**config.mk**
```make
export PLATFORM = sky130hd
export DESIGN_NAME = ordered_list_store_engine_unit
export DESIGN_NICKNAME = d
export VERILOG_FILES = /design/src/rtl/core/olse_pkg.sv /design/src/rtl/core/olse_ram.sv /design/src/rtl/core/olse_pool.sv /design/src/rtl/core/olse_seq.sv /design/src/rtl/core/ordered_list_store_engine_unit.sv
export SDC_FILE = /design/constraint.sdc
export NUM_CORES = 2
export LEC_CHECK = 0
export ABC_AREA = 1
export BUFFER_PORTS_ARGS = -buffer_cell sky130_fd_sc_hd__buf_4
export CAP_MARGIN = 5
export CELL_PAD_IN_SITES_DETAIL_PLACEMENT = 0
export CELL_PAD_IN_SITES_GLOBAL_PLACEMENT = 2
export CORE_UTILIZATION = 43
export CTS_CLUSTER_SIZE = 10
export DETAILED_ROUTE_END_ITERATION = 12
export PLACE_DENSITY_LB_ADDON = 0.1
export SYNTH_ARGS = -nofsm -noshare
export SYNTH_HDL_FRONTEND = slang
export SYNTH_SLANG_ARGS = --single-unit
```
**constraint.sdc**
```tcl
create_clock -name clk -period 7.77 [get_ports clk]
set_input_delay 0.777 -clock clk [delete_from_list [all_inputs] [get_ports clk]]
set_output_delay 0.777 -clock clk [all_outputs]
set_load 0.03 [all_outputs]
```
**src/rtl/core/olse_pkg.sv**
```systemverilog
// Shared types, constants and helpers of the ordered list store engine.
`default_nettype none

package olse_pkg;

	// Pool size and derived widths; a link one past the last slot is the null marker.
	localparam int CAPACITY = 32;
	localparam int IDX_W    = $clog2(CAPACITY);
	localparam int LINK_W   = $clog2(CAPACITY + 1);

	typedef logic [IDX_W-1:0]  idx_t;
	typedef logic [LINK_W-1:0] link_t;

	localparam link_t NULL_LINK = LINK_W'(CAPACITY);

	// Request codes.
	localparam logic [2:0] FUNC_APPEND   = 3'd0;
	localparam logic [2:0] FUNC_SEARCH   = 3'd1;
	localparam logic [2:0] FUNC_REMOVE   = 3'd2;
	localparam logic [2:0] FUNC_LIST_FWD = 3'd3;
	localparam logic [2:0] FUNC_LIST_BWD = 3'd4;

	// Response status codes.
	localparam logic [2:0] ST_APPENDED   = 3'd0;
	localparam logic [2:0] ST_FOUND      = 3'd1;
	localparam logic [2:0] ST_NOT_FOUND  = 3'd2;
	localparam logic [2:0] ST_FULL       = 3'd3;
	localparam logic [2:0] ST_LIST_ENTRY = 3'd4;
	localparam logic [2:0] ST_LIST_EMPTY = 3'd5;

	// Request and response words.
	typedef struct packed {
		logic [2:0]         func;
		logic signed [31:0] value;
	} req_word_t;

	typedef struct packed {
		logic [2:0]         status;
		logic signed [31:0] item;
		logic               last;
	} rsp_word_t;

	// One slot of the list memory.
	typedef struct packed {
		logic signed [31:0] value;
		link_t              next;
		link_t              prev;
	} entry_t;

	localparam int ENTRY_W = $bits(entry_t);

	// Bit masks for partial slot writes.
	localparam entry_t MASK_ALL  = '{value: '1, next: '1, prev: '1};
	localparam entry_t MASK_NEXT = '{value: '0, next: '1, prev: '0};
	localparam entry_t MASK_PREV = '{value: '0, next: '0, prev: '1};

	// Memory access request from the sequencer.
	typedef struct packed {
		logic   rd_en;
		idx_t   rd_addr;
		logic   wr_en;
		idx_t   wr_addr;
		entry_t wr_mask;
		entry_t wr_data;
	} mem_req_t;

	// Slot pool command and status.
	typedef struct packed {
		logic alloc;
		logic drop;
		idx_t slot;
	} pool_cmd_t;

	typedef struct packed {
		idx_t free_slot;
		logic full;
	} pool_stat_t;

	// A link points at a slot when it is below the null marker.
	function automatic logic link_ok(link_t l);
		return l < NULL_LINK;
	endfunction

	function automatic idx_t to_idx(link_t l);
		return l[IDX_W-1:0];
	endfunction

	function automatic link_t to_link(idx_t i);
		return LINK_W'(i);
	endfunction

endpackage

`default_nettype wire

```
**src/rtl/core/olse_ram.sv**
```systemverilog
// Generic simple dual-port RAM with bit write mask and registered read data.
`default_nettype none

module olse_ram #(
	parameter int WIDTH = 32,
	parameter int DEPTH = 32,
	localparam int ADDR_W = $clog2(DEPTH)
) (
	input  wire logic              clk,
	input  wire logic              rd_en,
	input  wire logic [ADDR_W-1:0] rd_addr,
	output logic      [WIDTH-1:0]  rd_data,
	input  wire logic              wr_en,
	input  wire logic [ADDR_W-1:0] wr_addr,
	input  wire logic [WIDTH-1:0]  wr_mask,
	input  wire logic [WIDTH-1:0]  wr_data
);

	logic [WIDTH-1:0] mem [DEPTH];

	// Write only the masked bits of the addressed word.
	always_ff @(posedge clk) begin
		if (wr_en) begin
			for (int i = 0; i < WIDTH; i++) begin
				if (wr_mask[i]) begin
					mem[wr_addr][i] <= wr_data[i];
				end
			end
		end
	end

	// Read data holds until the next read.
	always_ff @(posedge clk) begin
		if (rd_en) begin
			rd_data <= mem[rd_addr];
		end
	end

endmodule

`default_nettype wire

```
**src/rtl/core/olse_pool.sv**
```systemverilog
// Slot pool: occupancy flags and lowest free slot search.
`default_nettype none

module olse_pool
	import olse_pkg::*;
(
	input  wire logic       clk,
	input  wire logic       arst_n,
	input  wire pool_cmd_t  pool_cmd,
	output pool_stat_t      pool_stat
);

	logic [CAPACITY-1:0] in_use_q;

	// Priority encoder picks the lowest free slot.
	always_comb begin
		pool_stat.free_slot = '0;
		for (int i = CAPACITY - 1; i >= 0; i--) begin
			if (!in_use_q[i]) begin
				pool_stat.free_slot = IDX_W'(i);
			end
		end
		pool_stat.full = &in_use_q;
	end

	// Claim a slot on append, return it on removal.
	always_ff @(posedge clk or negedge arst_n) begin
		if (!arst_n) begin
			in_use_q <= '0;
		end else begin
			if (pool_cmd.alloc) begin
				in_use_q[pool_stat.free_slot] <= 1'b1;
			end
			if (pool_cmd.drop) begin
				in_use_q[pool_cmd.slot] <= 1'b0;
			end
		end
	end

endmodule

`default_nettype wire

```
**src/rtl/core/olse_seq.sv**
```systemverilog
// Sequencer: request decode, link walks, list updates and response register.
`default_nettype none

module olse_seq
	import olse_pkg::*;
(
	input  wire logic       clk,
	input  wire logic       arst_n,
	input  wire logic       req_valid,
	output logic            req_stall,
	input  wire req_word_t  req,
	output logic            rsp_valid,
	input  wire logic       rsp_stall,
	output rsp_word_t       rsp,
	output mem_req_t        mem_req,
	input  wire entry_t     rd_entry,
	output pool_cmd_t       pool_cmd,
	input  wire pool_stat_t pool_stat
);

	typedef enum logic [5:0] {
		S_IDLE     = 6'b000001,
		S_APP_LINK = 6'b000010,
		S_WALK     = 6'b000100,
		S_UNLINK   = 6'b001000,
		S_LIST     = 6'b010000,
		S_RESP     = 6'b100000
	} seq_state_t;

	seq_state_t state_q, state_d;
	link_t      head_q, head_d, tail_q, tail_d;
	logic       rsp_valid_q;
	logic       rsp_load;
	rsp_word_t  rsp_q, rsp_d;
	req_word_t  req_q, req_d;
	idx_t       cur_q, cur_d;
	link_t      p_q, p_d, n_q, n_d;
	logic [2:0] status_q, status_d;
	logic       slot_free;
	link_t      start_link;
	link_t      list_link;

	assign req_stall = (state_q != S_IDLE);
	assign rsp_valid = rsp_valid_q;
	assign rsp       = rsp_q;
	assign slot_free = !rsp_valid_q || !rsp_stall;

	// Start of a listing and the link to follow after the current entry.
	assign start_link = (req.func == FUNC_LIST_FWD) ? head_q : tail_q;
	assign list_link  = (req_q.func == FUNC_LIST_FWD) ? rd_entry.next : rd_entry.prev;

	// Next state and memory accesses. Writes and reads never share a cycle on
	// the same slot, since each update step is a state of its own.
	always_comb begin
		state_d  = state_q;
		head_d   = head_q;
		tail_d   = tail_q;
		req_d    = req_q;
		cur_d    = cur_q;
		p_d      = p_q;
		n_d      = n_q;
		status_d = status_q;
		rsp_d    = rsp_q;
		rsp_load = 1'b0;
		mem_req  = '0;
		pool_cmd = '0;

		case (state_q)
			S_IDLE: begin
				if (req_valid) begin
					req_d = req;
					case (req.func)
						FUNC_APPEND: begin
							if (pool_stat.full) begin
								status_d = ST_FULL;
								state_d  = S_RESP;
							end else begin
								mem_req.wr_en   = 1'b1;
								mem_req.wr_addr = pool_stat.free_slot;
								mem_req.wr_mask = MASK_ALL;
								mem_req.wr_data = '{value: req.value, next: NULL_LINK,
									prev: tail_q};
								pool_cmd.alloc  = 1'b1;
								tail_d   = to_link(pool_stat.free_slot);
								status_d = ST_APPENDED;
								if (link_ok(tail_q)) begin
									p_d     = tail_q;
									state_d = S_APP_LINK;
								end else begin
									head_d  = to_link(pool_stat.free_slot);
									state_d = S_RESP;
								end
							end
						end
						FUNC_SEARCH, FUNC_REMOVE: begin
							if (link_ok(head_q)) begin
								mem_req.rd_en   = 1'b1;
								mem_req.rd_addr = to_idx(head_q);
								cur_d   = to_idx(head_q);
								state_d = S_WALK;
							end else begin
								status_d = ST_NOT_FOUND;
								state_d  = S_RESP;
							end
						end
						FUNC_LIST_FWD, FUNC_LIST_BWD: begin
							if (link_ok(start_link)) begin
								mem_req.rd_en   = 1'b1;
								mem_req.rd_addr = to_idx(start_link);
								state_d = S_LIST;
							end else begin
								status_d = ST_LIST_EMPTY;
								state_d  = S_RESP;
							end
						end
						default: begin
						end
					endcase
				end
			end

			// Point the old tail forward at the new slot.
			S_APP_LINK: begin
				mem_req.wr_en   = 1'b1;
				mem_req.wr_addr = to_idx(p_q);
				mem_req.wr_mask = MASK_NEXT;
				mem_req.wr_data = '{value: '0, next: tail_q, prev: '0};
				state_d = S_RESP;
			end

			// Compare one entry per cycle and follow the forward link.
			S_WALK: begin
				if (rd_entry.value == req_q.value) begin
					status_d = ST_FOUND;
					if (req_q.func == FUNC_REMOVE) begin
						pool_cmd.drop = 1'b1;
						pool_cmd.slot = cur_q;
						p_d = rd_entry.prev;
						n_d = rd_entry.next;
						if (link_ok(rd_entry.prev)) begin
							mem_req.wr_en   = 1'b1;
							mem_req.wr_addr = to_idx(rd_entry.prev);
							mem_req.wr_mask = MASK_NEXT;
							mem_req.wr_data = '{value: '0, next: rd_entry.next, prev: '0};
						end else begin
							head_d = rd_entry.next;
						end
						if (!link_ok(rd_entry.next)) begin
							tail_d = rd_entry.prev;
						end
						state_d = S_UNLINK;
					end else begin
						state_d = S_RESP;
					end
				end else if (link_ok(rd_entry.next)) begin
					mem_req.rd_en   = 1'b1;
					mem_req.rd_addr = to_idx(rd_entry.next);
					cur_d = to_idx(rd_entry.next);
				end else begin
					status_d = ST_NOT_FOUND;
					state_d  = S_RESP;
				end
			end

			// Point the successor back at the predecessor.
			S_UNLINK: begin
				if (link_ok(n_q)) begin
					mem_req.wr_en   = 1'b1;
					mem_req.wr_addr = to_idx(n_q);
					mem_req.wr_mask = MASK_PREV;
					mem_req.wr_data = '{value: '0, next: '0, prev: p_q};
				end
				state_d = S_RESP;
			end

			// One listed entry per free output slot.
			S_LIST: begin
				if (slot_free) begin
					rsp_load = 1'b1;
					rsp_d    = '{status: ST_LIST_ENTRY, item: rd_entry.value,
						last: !link_ok(list_link)};
					if (link_ok(list_link)) begin
						mem_req.rd_en   = 1'b1;
						mem_req.rd_addr = to_idx(list_link);
					end else begin
						state_d = S_IDLE;
					end
				end
			end

			// Single closing response word.
			S_RESP: begin
				if (slot_free) begin
					rsp_load = 1'b1;
					rsp_d    = '{status: status_q, item: req_q.value, last: 1'b1};
					state_d  = S_IDLE;
				end
			end

			default: begin
				state_d = S_IDLE;
			end
		endcase
	end

	// Control state.
	always_ff @(posedge clk or negedge arst_n) begin
		if (!arst_n) begin
			state_q     <= S_IDLE;
			head_q      <= NULL_LINK;
			tail_q      <= NULL_LINK;
			rsp_valid_q <= 1'b0;
		end else begin
			state_q <= state_d;
			head_q  <= head_d;
			tail_q  <= tail_d;
			if (rsp_load) begin
				rsp_valid_q <= 1'b1;
			end else if (!rsp_stall) begin
				rsp_valid_q <= 1'b0;
			end
		end
	end

	// Payload registers.
	always_ff @(posedge clk) begin
		req_q    <= req_d;
		cur_q    <= cur_d;
		p_q      <= p_d;
		n_q      <= n_d;
		status_q <= status_d;
		rsp_q    <= rsp_d;
	end

endmodule

`default_nettype wire

```
**src/rtl/core/ordered_list_store_engine_unit.sv**
```systemverilog
// Top level: doubly linked list of signed words over a slot memory.
// Append: writes the new slot, then points the old tail at it when the list is not empty.
// Search: walks from the head comparing entries; a remove that matches adds an unlink step.
// Listing: one word per cycle while the response side is not stalled.
// One request at a time, paced by the single read port walking the links; stalls add cycles.
// Reset clears the pool flags, head, tail and control; the memory is not cleared.
`default_nettype none

module ordered_list_store_engine_unit
	import olse_pkg::*;
(
	input  wire logic      clk,
	input  wire logic      arst_n,
	input  wire logic      req_valid,
	output logic           req_stall,
	input  wire req_word_t req,
	output logic           rsp_valid,
	input  wire logic      rsp_stall,
	output rsp_word_t      rsp
);

	mem_req_t             mem_req;
	logic [ENTRY_W-1:0]   rd_bits;
	entry_t               rd_entry;
	pool_cmd_t            pool_cmd;
	pool_stat_t           pool_stat;

	assign rd_entry = entry_t'(rd_bits);

	// Sequencer.
	olse_seq u_seq (
		.clk       (clk),
		.arst_n    (arst_n),
		.req_valid (req_valid),
		.req_stall (req_stall),
		.req       (req),
		.rsp_valid (rsp_valid),
		.rsp_stall (rsp_stall),
		.rsp       (rsp),
		.mem_req   (mem_req),
		.rd_entry  (rd_entry),
		.pool_cmd  (pool_cmd),
		.pool_stat (pool_stat)
	);

	// Slot memory holding value and both links.
	olse_ram #(
		.WIDTH (ENTRY_W),
		.DEPTH (CAPACITY)
	) u_ram (
		.clk     (clk),
		.rd_en   (mem_req.rd_en),
		.rd_addr (mem_req.rd_addr),
		.rd_data (rd_bits),
		.wr_en   (mem_req.wr_en),
		.wr_addr (mem_req.wr_addr),
		.wr_mask (mem_req.wr_mask),
		.wr_data (mem_req.wr_data)
	);

	// Slot pool.
	olse_pool u_pool (
		.clk       (clk),
		.arst_n    (arst_n),
		.pool_cmd  (pool_cmd),
		.pool_stat (pool_stat)
	);

endmodule

`default_nettype wire

```
==> impl_metrics.json <==
{
  "outcome": "finished, final reports clean",
  "fmax_mhz": 173.4,
  "final_nets": 5026,
  "drive_gt1_share_pct": 15.06,
  "worstHoldStart": "req[24]",
  "grt_use_total_pct": 25.50,
  "stdcell_area_um2": 73160,
  "cts_max_path_buffers": 3,
  "critPathArrivalTime_ns": 6.23,
  "fin_tns_setup_ns": 0,
  "fp-row-count": 142,
  "design.portCount": 77,
  "final_cell_mix": "edfxtp_1, o21ai_0, nor2_1, nand2_1, o221ai_1",
  "cellPowerDensity_nw_per_um2": 288.7,
  "wl_per_cell_um": 27.62,
  "post-route-min-period_ns": 5.768,
  "drc_errors": 0,
  "numCtsBuffers": 182,
  "rrSetupSlack_ns": 2.00,
  "power.switching_mw": 6.116,
  "cts_tree": "yes",
  "finClkSkew_ns": 0.02847,
  "syn_inst": 4937,
  "pwr-share-seq_pct": 47.0,
  "viasPerCell": 5.750,
  "grt_max_degree": 184,
  "cts_resized": 0,
  "synth_area_per_cell_um2": 13.19,
  "die-area_um2": 153000,
  "synth_area_leaders": "edfxtp_1, o221ai_1, o21ai_0, nor2_1, nand2_1",
  "worstSetupStartpointType": "register",
  "max-vdd-ir-drop_mv": 0.1897,
  "place.gp.congestion": 0.8128,
  "final_common_cell": "edfxtp_1",
  "totalWireLength_mm": 195.1,
  "start_util_pct": 43.37,
  "critPathCaptureType": "register",
  "rsz0062_at_grt": "no",
  "tightest_slew_ns": 1.319,
  "hold_depth": 1,
  "grt_overflow": 0,
  "antenna_found_initial": 1,
  "clockPowerShare_pct": 35.6,
  "grt_pass1_vias": 39250,
  "synth_edf_count": 1543,
  "cts_root_buffer": "clkbuf_16",
  "r2r.worst_path.cells": 14,
  "synth_ff_type": "edfxtp_1",
  "setup_ws_ns": 2.002,
  "num-fill-cells": 13130,
  "ys_warn_count": 0,
  "io_buffers": 76,
  "crit_slowest_cell": "nor2_4",
  "place_area_um2": 68160,
  "yosysUniqueCellTypes": 59,
  "pre_cts_ws_ns": 2.038,
  "slew_headroom_pct": 11.86,
  "synth_top_area_share_pct": 71.16,
  "drtIter0Drc": 3779,
  "first_pass_iters": 6,
  "antenna_left": 0,
  "cp_max_fo": 18,
  "leakage_nw": 24.01,
  "required_ns": 8.24,
  "cp_cell_sequence": "xor2_1, or4_1, nor3_2, nand2_2, clkinv_2, nand3_1, nor2_1, inv_1, o221ai_1, clkinv_1, nand2_2, nand3_1, nor2_4, buf_4",
  "r2r_start": "u_ram.rd_data[23]",
  "max_stage_delay_ns": 0.93,
  "hold-worst-slack_ns": 0.1669,
  "multi_input_area_um2": 15800,
  "min_path_type": "input pin to register",
  "path_class": "register to register",
  "regArea_um2": 47610,
  "ys_seq_area_share_pct": 73.13,
  "hold_path_end": "u_seq.req_q[24]",
  "async_flop_share_pct": 3.199,
  "ys_seq_elements": 1594,
  "reg2reg_to": "u_ram.mem[19][39]",
  "fp.dieW_um": 391.1,
  "core_area_um2": 150100,
  "dieHeight_um": 391.1,
  "via_count": 40620,
  "mappedNetlistArea_um2": 65110,
  "syn2layout_area_growth_pct": 12.36,
  "synth_nets": 4976,
  "htreeDepth": 4,
  "place_hpwl_mm": 109.6,
  "cap_violations": 0,
  "clk_pin_slew_worst_paths_ns": 0.06,
  "synth_top_cell_by_area": "edfxtp_1",
  "grt_pass1_wl_mm": 280.9,
  "setup_viol": 0,
  "finalMaxSlewViolations": 0,
  "period_share_pct": 74.23,
  "hold_viol": 0,
  "p_int_mw": 15.01,
  "swShare_pct": 28.95,
  "power_mw": 21.12,
  "clock_latency_ns": 0.82,
  "combPwrFrac_pct": 17.4,
  "cts.sinks": 1594
}
flip-flops by register name (all words and copies together) (netlist names):
| signal | count |
|---|---|
| u_ram.rd_data | 44 |
| u_seq.state_q | 6 |
| u_pool.in_use_q | 32 |
| u_seq.status_q | 3 |
| u_seq.cur_q | 5 |
| u_seq.head_q | 6 |
| u_seq.n_q | 6 |
| u_seq.rsp | 36 |
| u_seq.req_q | 35 |
| u_seq.rsp_valid | 1 |
| u_seq.tail_q | 6 |
| u_ram.mem | 1408 |
| u_seq.p_q | 6 |
critical path: cells and delay by family (launching register included):
family | cells | cell delay (ns)
AO/OA/AOI/OAI | 1 | 0.35
XOR/XNOR | 1 | 0.23
buffers and inverters | 4 | 1.30
flip-flops | 1 | 0.65
AND/OR/NAND/NOR | 8 | 2.86
cells in the mapped netlist (all sizes together), types with 4 or more instances:
master / n
a21oi: 49
a31oi: 6
nand3: 245
nand4: 33
o221ai: 347
nor4: 9
xnor2: 8
nand2: 453
edfxtp: 1543
xor2: 21
buf: 167
clkinv: 4
inv: 142
nor2: 580
o211ai: 23
o21ai: 697
or2: 314
o22ai: 8
dfrtp: 48
mux2i: 41
nor3: 10
clkbuf: 165
final cells by class:
| class | instances | share of cell area [%] |
|---|---|---|
| Sequential cell | 1594 | 65.08 |
| Tap cell | 2016 | 3.448 |
| Inverter | 146 | 0.7936 |
| Multi-Input combinational cell | 2865 | 21.59 |
| Clock buffer | 223 | 6.552 |
| Clock inverter | 21 | 0.2240 |
| Timing Repair Buffer | 198 | 2.302 |
| Antenna cell | 1 | 0.003421 |
metrics by stage:
step                utilization (%)  cells
floorplan                         -   4937
global placement              45.40   6817
detailed placement            45.40   6817
CTS                           48.71   7062
global route                  48.73   7063
finish                        48.73   7064
power groups by stage:
stage,registers [mW],logic (mW),clock network [mW]
6_report,9.93,3.68,7.52
3_3_place_gp,10.1,3.68,0
3_5_place_dp,10.1,3.67,0
2_1_floorplan,10.1,2.22,0
5_1_grt,9.95,4.03,7.97
4_1_cts,9.92,3.69,7.68
per-layer routing:
layer	share of wire [%]	track usage, %	vias to the layer above
met5	0.046	0.4466	-
met4	2.0	6.196	2
met3	6.8	5.170	256
met2	46	39.57	1280
met1	45	36.72	20630
li1	-	-	18460
worst max-delay path by stage:
| stage | startpoint | endpoint | slack (ns) | cells after the start |
|---|---|---|---|---|
| after floorplan | u_seq.state_q[0] | u_ram.mem[26][12] | 3.13 | 14 |
| after global placement | u_seq.state_q[0] | u_ram.mem[19][42] | 2.14 | 11 |
| after detailed placement | u_seq.state_q[0] | u_ram.mem[19][25] | 2.04 | 11 |
| after CTS | u_seq.state_q[0] | u_ram.mem[19][13] | 2.00 | 11 |
| after global routing | u_seq.state_q[5] | u_ram.mem[10][30] | 1.75 | 16 |
| final | u_ram.rd_data[23] | u_ram.mem[19][39] | 2.00 | 14 |
kinds of logic after synthesis:
kind of cell / share of synthesized area (%)
AO/OA/AOI/OAI: 11.08
XOR/XNOR: 0.3901
flip-flops: 73.13
multiplexers: 0.6303
AND/OR/NAND/NOR: 11.53
buffers and inverters: 3.240
repair_timing:
| action | 4_1_cts | 5_1_grt |
|---|---|---|
| buffers inserted | 0 | 0 |
| hold endpoints to repair | 9 | 0 |
| hold buffers | 1 | 0 |
| setup endpoints to repair | 0 | 0 |
Power figures use the tool's default switching activity.
